File: src/hw/rtl/pend_ack_pkg.sv
package pend_ack_pkg;

  // Table geometry.
  localparam int TABLE_SLOTS = 8;
  localparam int IDX_W = (TABLE_SLOTS > 1) ? $clog2(TABLE_SLOTS) : 1;
  localparam logic [IDX_W-1:0] LAST_IDX = IDX_W'(TABLE_SLOTS - 1);

  // Field widths.
  localparam int CMD_W   = 2;
  localparam int ID_W    = 16;
  localparam int ADDR_W  = 16;
  localparam int TIME_W  = 32;
  localparam int RETRY_W = 3;
  localparam int KIND_W  = 3;
  localparam int SLOT_W  = 3;
  localparam int CFG_IDX_W = 2;

  localparam int IN_TDATA_W  = 64;
  localparam int OUT_TDATA_W = 40;

  // Register reset values.
  localparam logic [TIME_W-1:0]  TIMEOUT_RST     = 32'd3000;
  localparam logic [RETRY_W-1:0] MAX_RETRIES_RST = 3'd2;
  localparam logic [ADDR_W-1:0]  BCAST_RST       = 16'hFFFF;

  // Configuration register indexes.
  localparam logic [CFG_IDX_W-1:0] CFG_TIMEOUT     = 2'd0;
  localparam logic [CFG_IDX_W-1:0] CFG_MAX_RETRIES = 2'd1;
  localparam logic [CFG_IDX_W-1:0] CFG_BCAST       = 2'd2;

  // Request commands.
  localparam logic [CMD_W-1:0] CMD_REG  = 2'd0;
  localparam logic [CMD_W-1:0] CMD_ACK  = 2'd1;
  localparam logic [CMD_W-1:0] CMD_TICK = 2'd2;
  localparam logic [CMD_W-1:0] CMD_NONE = 2'd3;

  // Result kinds.
  localparam logic [KIND_W-1:0] KIND_STORED    = 3'd0;
  localparam logic [KIND_W-1:0] KIND_FULL      = 3'd1;
  localparam logic [KIND_W-1:0] KIND_ACK_HIT   = 3'd2;
  localparam logic [KIND_W-1:0] KIND_ACK_MISS  = 3'd3;
  localparam logic [KIND_W-1:0] KIND_RESEND    = 3'd4;
  localparam logic [KIND_W-1:0] KIND_EXPIRED   = 3'd5;
  localparam logic [KIND_W-1:0] KIND_TICK_DONE = 3'd6;
  localparam logic [KIND_W-1:0] KIND_BCAST     = 3'd7;

endpackage

File: src/hw/rtl/pending_ack_retry_table_unit.sv
// A register or ack request scans the slots from slot zero until it finds its slot or
// reaches the last one, then loads its result into the output register; a broadcast
// register needs no scan. A tick visits every slot, then loads its closing result. One request
// at a time; the single slot compare unit visits one slot per cycle while the output is free.
// Reset (rst_n, synchronous, active low): all slots free, registers to their defaults,
// sequencer idle and no result pending; slot contents are left unreset.
module pending_ack_retry_table_unit
  import pend_ack_pkg::*;
(
  input  logic                   clk,
  input  logic                   rst_n,

  // Request channel.
  input  logic                   in_tvalid,
  output logic                   in_tready,
  input  logic [IN_TDATA_W-1:0]  in_tdata,   // msg_id[15:0], node_addr[31:16], now_ms[63:32]
  input  logic [CMD_W-1:0]       in_tuser,   // command[1:0]

  // Result channel.
  output logic                   out_tvalid,
  input  logic                   out_tready,
  output logic [OUT_TDATA_W-1:0] out_tdata,  // slot[2:0], msg_id_res[18:3],
                                             // node_addr_res[34:19], zero[39:35]
  output logic [KIND_W-1:0]      out_tuser,  // kind[2:0]
  output logic                   out_tlast,  // last

  // Configuration write channel.
  input  logic                   cfg_valid,
  output logic                   cfg_ready,
  input  logic [CFG_IDX_W-1:0]   cfg_index,
  input  logic [TIME_W-1:0]      cfg_data
);

  // Sequencer states.
  localparam logic [1:0] ST_IDLE = 2'd0;
  localparam logic [1:0] ST_SCAN = 2'd1;
  localparam logic [1:0] ST_DONE = 2'd2;

  // Configuration registers.
  logic [TIME_W-1:0]  timeout_r;
  logic [RETRY_W-1:0] max_retries_r;
  logic [ADDR_W-1:0]  bcast_r;

  // Slot table: valid bits are reset, the rest is written before it is read.
  logic [TABLE_SLOTS-1:0] valid_r, valid_nxt;
  logic [ID_W-1:0]        ent_id_r    [TABLE_SLOTS];
  logic [ADDR_W-1:0]      ent_dest_r  [TABLE_SLOTS];
  logic [TIME_W-1:0]      ent_time_r  [TABLE_SLOTS];
  logic [RETRY_W-1:0]     ent_retry_r [TABLE_SLOTS];

  // Sequencer and the latched request.
  logic [1:0]        state_r, state_nxt;
  logic [IDX_W-1:0]  idx_r, idx_nxt;
  logic [CMD_W-1:0]  cmd_r;
  logic [ID_W-1:0]   id_r;
  logic [ADDR_W-1:0] addr_r;
  logic [TIME_W-1:0] now_r;

  // Output register.
  logic              out_valid_r;
  logic [KIND_W-1:0] out_kind_r;
  logic [SLOT_W-1:0] out_slot_r;
  logic [ID_W-1:0]   out_id_r;
  logic [ADDR_W-1:0] out_addr_r;
  logic              out_last_r;

  // Result to load this cycle.
  logic              push;
  logic [KIND_W-1:0] push_kind;
  logic [ID_W-1:0]   push_id;
  logic [ADDR_W-1:0] push_addr;
  logic              push_last;
  logic              push_slot_en;

  // Slot updates at idx_r.
  logic wr_new;
  logic wr_resend;

  logic              in_fire;
  logic              out_free;
  logic              at_last;
  logic [ID_W-1:0]   cur_id;
  logic [ADDR_W-1:0] cur_dest;
  logic [TIME_W-1:0] cur_time;
  logic [RETRY_W-1:0] cur_retry;
  logic              cur_valid;
  logic [TIME_W-1:0] age;
  logic              aged_out;
  logic              id_match;

  assign in_tready = (state_r == ST_IDLE);
  assign in_fire   = in_tvalid && in_tready;
  assign cfg_ready = 1'b1;

  // The scan may only take a step when a result produced in this cycle has a place to go.
  assign out_free = !out_valid_r || out_tready;
  assign at_last  = (idx_r == LAST_IDX);

  // The shared slot unit reads, ages and compares one entry per cycle while the output is free.
  assign cur_valid = valid_r[idx_r];
  assign cur_id    = ent_id_r[idx_r];
  assign cur_dest  = ent_dest_r[idx_r];
  assign cur_time  = ent_time_r[idx_r];
  assign cur_retry = ent_retry_r[idx_r];
  assign age       = now_r - cur_time;       // wraps modulo 2^32 by construction
  assign aged_out  = cur_valid && (age > timeout_r);
  assign id_match  = cur_valid && (cur_id == id_r) && (cur_dest == addr_r);

  always_comb begin
    state_nxt    = state_r;
    idx_nxt      = idx_r;
    valid_nxt    = valid_r;
    push         = 1'b0;
    push_kind    = KIND_TICK_DONE;
    push_id      = id_r;
    push_addr    = addr_r;
    push_last    = 1'b1;
    push_slot_en = 1'b0;
    wr_new       = 1'b0;
    wr_resend    = 1'b0;

    unique case (state_r)
      ST_IDLE: begin
        idx_nxt = '0;
        if (in_fire && (in_tuser != CMD_NONE)) begin
          state_nxt = ST_SCAN;
        end
      end
      ST_SCAN: begin
        if (out_free) begin
          unique case (cmd_r)
            CMD_REG: begin
              // A broadcast destination is never tracked; otherwise take the lowest free slot.
              push = 1'b0;
              if (addr_r == bcast_r) begin
                push      = 1'b1;
                push_kind = KIND_BCAST;
                state_nxt = ST_IDLE;
              end else if (!cur_valid) begin
                push         = 1'b1;
                push_kind    = KIND_STORED;
                push_slot_en = 1'b1;
                wr_new       = 1'b1;
                valid_nxt[idx_r] = 1'b1;
                state_nxt    = ST_IDLE;
              end else if (at_last) begin
                push      = 1'b1;
                push_kind = KIND_FULL;
                state_nxt = ST_IDLE;
              end else begin
                idx_nxt = idx_r + 1'b1;
              end
            end
            CMD_ACK: begin
              if (id_match) begin
                push         = 1'b1;
                push_kind    = KIND_ACK_HIT;
                push_slot_en = 1'b1;
                valid_nxt[idx_r] = 1'b0;
                state_nxt    = ST_IDLE;
              end else if (at_last) begin
                push      = 1'b1;
                push_kind = KIND_ACK_MISS;
                state_nxt = ST_IDLE;
              end else begin
                idx_nxt = idx_r + 1'b1;
              end
            end
            CMD_TICK: begin
              // Every slot is visited; aged entries are resent while retries remain, else expire.
              if (aged_out) begin
                push         = 1'b1;
                push_slot_en = 1'b1;
                push_id      = cur_id;
                push_addr    = cur_dest;
                push_last    = 1'b0;
                if (cur_retry < max_retries_r) begin
                  push_kind = KIND_RESEND;
                  wr_resend = 1'b1;
                end else begin
                  push_kind = KIND_EXPIRED;
                  valid_nxt[idx_r] = 1'b0;
                end
              end
              if (at_last) begin
                state_nxt = ST_DONE;
              end else begin
                idx_nxt = idx_r + 1'b1;
              end
            end
            default: begin
              state_nxt = ST_IDLE;
            end
          endcase
        end
      end
      ST_DONE: begin
        // Closing result of a tick.
        if (out_free) begin
          push      = 1'b1;
          push_kind = KIND_TICK_DONE;
          push_id   = '0;
          push_addr = '0;
          push_last = 1'b1;
          state_nxt = ST_IDLE;
        end
      end
      default: begin
        state_nxt = ST_IDLE;
      end
    endcase
  end

  // Control state.
  always_ff @(posedge clk) begin
    if (!rst_n) begin
      state_r       <= ST_IDLE;
      idx_r         <= '0;
      valid_r       <= '0;
      out_valid_r   <= 1'b0;
      timeout_r     <= TIMEOUT_RST;
      max_retries_r <= MAX_RETRIES_RST;
      bcast_r       <= BCAST_RST;
    end else begin
      state_r <= state_nxt;
      idx_r   <= idx_nxt;
      valid_r <= valid_nxt;
      if (push) begin
        out_valid_r <= 1'b1;
      end else if (out_tready) begin
        out_valid_r <= 1'b0;
      end
      if (cfg_valid && cfg_ready) begin
        unique case (cfg_index)
          CFG_TIMEOUT:     timeout_r     <= cfg_data;
          CFG_MAX_RETRIES: max_retries_r <= cfg_data[RETRY_W-1:0];
          CFG_BCAST:       bcast_r       <= cfg_data[ADDR_W-1:0];
          default: begin
          end
        endcase
      end
    end
  end

  // Request latch, output payload and slot contents carry no reset.
  always_ff @(posedge clk) begin
    if (in_fire) begin
      cmd_r  <= in_tuser;
      id_r   <= in_tdata[15:0];
      addr_r <= in_tdata[31:16];
      now_r  <= in_tdata[63:32];
    end
    if (push) begin
      out_kind_r <= push_kind;
      out_slot_r <= push_slot_en ? SLOT_W'(idx_r) : '0;
      out_id_r   <= push_id;
      out_addr_r <= push_addr;
      out_last_r <= push_last;
    end
    if (wr_new) begin
      ent_id_r[idx_r]    <= id_r;
      ent_dest_r[idx_r]  <= addr_r;
      ent_time_r[idx_r]  <= now_r;
      ent_retry_r[idx_r] <= '0;
    end else if (wr_resend) begin
      ent_time_r[idx_r]  <= now_r;
      ent_retry_r[idx_r] <= cur_retry + 1'b1;
    end
  end

  assign out_tvalid = out_valid_r;
  assign out_tuser  = out_kind_r;
  assign out_tlast  = out_last_r;
  assign out_tdata  = {5'b0, out_addr_r, out_id_r, out_slot_r};

`ifndef ASSERT_OFF
  // A real request leaves the block busy in the cycle after it is accepted.
  a_busy_after_request: assert property (@(posedge clk) disable iff (!rst_n)
    (in_tvalid && in_tready && (in_tuser != CMD_NONE)) |=> !in_tready)
    else $error("request accepted while previous one still in progress");

  // Per-entry tick results are never the last one of their request.
  a_tick_entry_not_last: assert property (@(posedge clk) disable iff (!rst_n)
    (out_tvalid && ((out_tuser == KIND_RESEND) || (out_tuser == KIND_EXPIRED))) |-> !out_tlast)
    else $error("resend or expired result marked last");

  // Every other kind closes its request.
  a_single_is_last: assert property (@(posedge clk) disable iff (!rst_n)
    (out_tvalid && (out_tuser != KIND_RESEND) && (out_tuser != KIND_EXPIRED)) |-> out_tlast)
    else $error("single result not marked last");

  // A result is only loaded when the output register can take it.
  a_no_overwrite: assert property (@(posedge clk) disable iff (!rst_n)
    push |-> (!out_valid_r || out_tready))
    else $error("pending result overwritten");

  // Leaving the idle state, the scan starts at slot zero.
  a_scan_starts_at_zero: assert property (@(posedge clk) disable iff (!rst_n)
    ((state_r == ST_IDLE) && (state_nxt == ST_SCAN)) |=> (idx_r == '0))
    else $error("scan did not start at slot zero");
`endif

endmodule

File: config.mk
export PLATFORM = sky130hd
export DESIGN_NAME = pending_ack_retry_table_unit
export DESIGN_NICKNAME = d
export VERILOG_FILES = /design/src/hw/rtl/pend_ack_pkg.sv /design/src/hw/rtl/pending_ack_retry_table_unit.sv
export SDC_FILE = /design/constraint.sdc
export NUM_CORES = 1
export LEC_CHECK = 0
export ABC_AREA = 1
export CORE_ASPECT_RATIO = 0.8
export CORE_MARGIN = 4
export CORE_UTILIZATION = 35
export DETAILED_ROUTE_END_ITERATION = 10
export DONT_BUFFER_PORTS = 1
export PLACE_DENSITY_LB_ADDON = 0.25
export SLEW_MARGIN = 10
export SYNTH_ARGS = -nofsm -noshare
export SYNTH_HDL_FRONTEND = slang
export SYNTH_SLANG_ARGS = --single-unit
File: constraint.sdc
create_clock -name clk -period 20.3 [get_ports clk]
set_clock_uncertainty 0.2 [all_clocks]
set_input_delay 4.06 -clock clk [delete_from_list [all_inputs] [get_ports clk]]
set_output_delay 4.06 -clock clk [all_outputs]
set_load 0.01 [all_outputs]
======== Yosys cells after proc, flatten, opt, wreduce, memory -nomap -nowiden ========
Memories as Yosys holds them, arrays and structs flattened. A register that Yosys moved wholly into a read port is not among the register bits.
Cells that the tools add are included.
operators by class
  add/subtract/negate cells ............... 3
  order comparisons ....................... 4
  eq/ne operators ......................... 24
  mux-type cells .......................... 86
  bitwise logic cells ..................... 5
  reductions and logical operators ........ 22
operators with widths
  kind                   number
  $mux W16               8
  $pmux W16 S2           2
  $mux W3                19
  $eq A16 B16 Y1         3
  $mux W8                5
  $gt A32 B32 Y1         1
  $mux W32               1
  $sub A32 B32 Y32       1
  $mux W1                31
  $pmux W8 S3            1
  $mux W2                9
  $pmux W3 S3            2
  $ne A2 B2 Y1 const B   8
  $ne A3 B3 Y1 const B   4
  $pmux W2 S3            2
  $and A8 B8 Y8          1
  $not A8 Y8             1
  $or A8 B8 Y8           1
  $reduce_and A2 Y1      4
  $reduce_and A8 Y1      1
  $add A3 B1 Y3 const B  2
  $eq A2 B1 Y1 const B   3
  $eq A2 B2 Y1 const B   3
  $logic_and A1 B1 Y1    6
  20 further kinds       25
word-level totals
  bits in registers ....................... 170
  bits in writable memories ............... 536
  word-level logic and storage cells ...... 164
  memories ................................ 4
memories
  name         depth  width  rd ports  clocked after Yosys merged registers in  wr ports  RTL line                            text
  ent_time_r   8      32     1         1                                        1         pending_ack_retry_table_unit.sv:48  logic [TIME_W-1:0] ent_time_r [TABLE_SLOTS];
  ent_dest_r   8      16     1         1                                        1         pending_ack_retry_table_unit.sv:47  logic [ADDR_W-1:0] ent_dest_r [TABLE_SLOTS];
  ent_id_r     8      16     1         1                                        1         pending_ack_retry_table_unit.sv:46  logic [ID_W-1:0] ent_id_r [TABLE_SLOTS];
  ent_retry_r  8      3      1         1                                        1         pending_ack_retry_table_unit.sv:49  logic [RETRY_W-1:0] ent_retry_r [TABLE_SLOTS];

======== Logic depth before layout (Yosys ltp) ========
  depth after elaboration ................. 11
  mapped depth ............................ 41
  gate-level depth less buffers ........... 36

======== Worst setup path before layout ========
No wires, ideal clock.
  path kind ............................... reg-to-reg
  from .................................... register with a tool-made name
  to ...................................... memory ent_retry_r[0][0], enable pin
  library setup time ...................... 0.427 ns
  data arrival time ....................... 6.749 ns
  required time ........................... 19.673 ns
  slack ................................... 12.924 ns
  cell stages (with the launch flop) ...... 34
  period minus slack after synthesis ...... 7.376 ns
  path through ............................ dfxtp_1 -> buf_6 -> buf_6 -> buf_4 -> clkbuf_1 -> buf_2 -> clkbuf_1 -> o21ai_0 -> o221ai_1 -> o21ai_0 -> ha_1 -> a21oi_1 -> nand2_1 -> a21oi_1 -> o21ai_2 -> a21boi_0 -> o21ai_0 -> a21boi_0 -> o21ai_0 -> a21oi_1 -> xnor2_1 -> ha_1 -> nand2_1 -> inv_1 -> nand4_1 -> nor4_1 -> nand2_1 -> nand3_1 -> nand4_1 -> clkinv_1 -> nand3_1 -> nand2_1 -> inv_1 -> nor2_1
RTL lines
  what           RTL line
  end, declared  pending_ack_retry_table_unit.sv:49

==> reports/qor.yml <==
power_density_nw_per_um2: 103
finalWorstSetupSlack_ns: 10.55
yosysWarnings: 0
cts-htree-levels: 3
arrival_ns: 9.79
dieHeight_um: 274
syn-cell-area_um2: 30900
die_w_um: 340
cts_resized: 0
required_ns: 20.34
fin_hold_ws_ns: 0.246
grt_start_max_net_pins: 95
wl_um: 82900
cts_tree: "done"
dieArea_um2: 93100
post_cts_buffers: 0
r2r_slack_ns: 10.55
hold_class: "reg -> reg"
num_io_pins: 152
slew_headroom: 0.247
worstSetupEndpointType: "flip-flop"
vias: 20800
drc: 0
wl_per_cell_um: 20.5
synthCells: 2818
grt_usage: 0.173
grt_pass1_wl_um: 123000
outcome: "completed"
dp_hpwl_um: 50600
min_period_over_period: 0.480
report.final.hold_viol_count: 0
max_freq_ghz: 0.103
clk_pin_slew_ns: 0.06
core-area_um2: 87500
cts_sinks: 709
rsz0062_at_grt: "no"
pre_cts_ws_ns: 10.63
io_buffers: 0
setup_tns_ns: 0
cts_buffer_depth: 3
cts_hold_buffers: 0
synth_edf_count: 641
rows: 97
start_util: 0.353
synth_area_per_cell_um2: 11.0
max_stage_delay_ns: 0.87
globalplace.congestion: 0.864
drive_gt1_frac: 0.0641
viasPerCell: 5.14
overflow: 0
final_period_minus_worst_setup_slack_ns: 9.75
worstSetupPathType: "reg -> reg"
syn2layout_area_growth_pct: 12.3
seq_area_frac_synth: 0.667
cts_made_buffers: 77
post-route-util: 0.397
start_kind: "flip-flop"
grt_pass1_vias: 19400
cellLeakagePower_nw: 12.6
slowest_stage: "clkinv_2"
worstPathMaxFanout: 76
ant_nets: 0
insertion_delay_ns: 0.62
yosysUniqueCellTypes: 43
tightest_slew_ns: 1.13
setup_viol: 0
antenna_found_initial: 14
clock-root-buffer: "clkbuf_16"
drt_iter0_markers: 1871
maxCapViolations: 0
synth_ff_type: "edfxtp_1"
async_reset_ff_frac: 0
synth-seq-cells: 709
drv_slew: 0
ir_worst_vdd_v: 0.0000646
firstDrtPassIters: 6
fin_nets: 2974
==> worst max-delay path, delay by kind of cell (launching register included) <==
kind,cells,cell delay [ns]
AO/OA/AOI/OAI,11,2.36
XOR/XNOR,1,0.09
AND/OR/NAND/NOR,10,1.78
adder cells (fa/ha/maj),2,0.62
buffers and inverters,8,3.75
flip-flops,1,0.33
==> cell families (layout without fill, tap and decap cells) <==
kind of cell | count (synthesis) | in the layout | synth area share
buf+inv | 361 | 395 | 0.0486
compound gates | 594 | 594 | 0.106
other cells | 2 | 8 | 0.000243
simple gates | 1029 | 1029 | 0.134
fa+ha+maj | 76 | 76 | 0.0310
xor+xnor | 47 | 47 | 0.0133
flops | 709 | 709 | 0.667
==> placed cells by master (no fill, tap or decap), types with 6 or more instances in the layout <==
cell       instances
o21ai_0          334
a21boi_0           6
o211ai_1          19
ha_1              75
clkinv_2          19
bufinv_16          9
a21oi_1          122
o22ai_1           38
dfxtp_1           65
nor3_1            15
nand2_1          463
inv_1            214
o21a_1             6
clkbuf_16         79
edfxtp_1         641
clkbuf_1          10
nand3_1          158
xor2_1            20
nor2_4            16
nand4_1           15
o21ai_1           19
nor2_1           347
xnor2_1           27
buf_4             32
conb_1             6
a31oi_1            9
o221ai_1          31
clkinv_1          17
==> flip-flops by register name (all words and copies together) (netlist names), 3 cells and up, named ones only <==
register	cells
idx_r	3
out_slot_r	3
out_tuser	3
out_id_r	16
timeout_r	32
addr_r	16
ent_dest_r	128
max_retries_r	3
now_r	32
ent_time_r	256
ent_id_r	128
bcast_r	16
id_r	16
ent_retry_r	24
out_addr_r	16
==> final timing paths <==
path / start / end / cells after the start
worst min-delay path: flip-flop / flip-flop / 2
worst max-delay path: flip-flop / ent_time_r[6][25] / 32
worst max register to register: flip-flop / ent_time_r[6][25] / 32
worst min register to register: flip-flop / flip-flop / 2
==> stage by stage <==
stage               std cells  total power [W]  area, µm²
finish                   4046          0.00357      34700
global route             4044          0.00373      34700
CTS                      4044          0.00361      34700
detailed placement       3902          0.00219      32100
global placement         3902          0.00218      32100
floorplan                2822          0.00204      30900
==> layout make-up <==
type / instances / area [µm²]
flip-flops and latches: 709 / 20600
repair buffers: 32 / 240
clock inverters: 49 / 504
inverters: 221 / 837
well taps: 1188 / 1490
multi-input cells: 1752 / 8940
fillers: 8282 / 52800
diodes: 2 / 5.00
clock buffers: 93 / 2070
==> power breakdown <==
part | internal [W] | switching (W)
Combinational | 0.000151 | 0.000314
Sequential | 0.00164 | 0.0000494
Clock | 0.000844 | 0.000571
Total | 0.00264 | 0.000935
==> per-layer routing <==
metal  global-route usage  vias to the layer above  share of wire
met5                    0                        -         0.0019
met4               0.0463                       24          0.023
met3               0.0483                      136          0.078
met2                0.260                      610           0.44
met1                0.247                    10200           0.46
li1                     -                     9813              -
==> Yosys cell counts (all sizes together), types with 2 or more instances <==
master  number  share of area
a21boi       6         0.0015
a21o         2        0.00049
a21oi      122          0.020
a31oi        9         0.0018
and2         2        0.00040
buf         66          0.013
clkbuf      74         0.0090
clkinv       3        0.00036
conb         2        0.00024
dfxtp       68          0.044
edfxtp     641           0.62
ha          75          0.030
inv        218          0.026
nand2      465          0.057
nand3      159          0.026
nand3b       2        0.00049
nand4       15         0.0030
nor2       367          0.045
nor3        16         0.0026
nor4         3        0.00061
o211ai      20         0.0050
o21a         6         0.0015
o21ai      354          0.057
o21bai       2        0.00049
o221ai      31         0.0088
o22ai       38         0.0077
xnor2       27         0.0077
xor2        20         0.0057
Note: power is estimated with default switching activity, not from simulation.
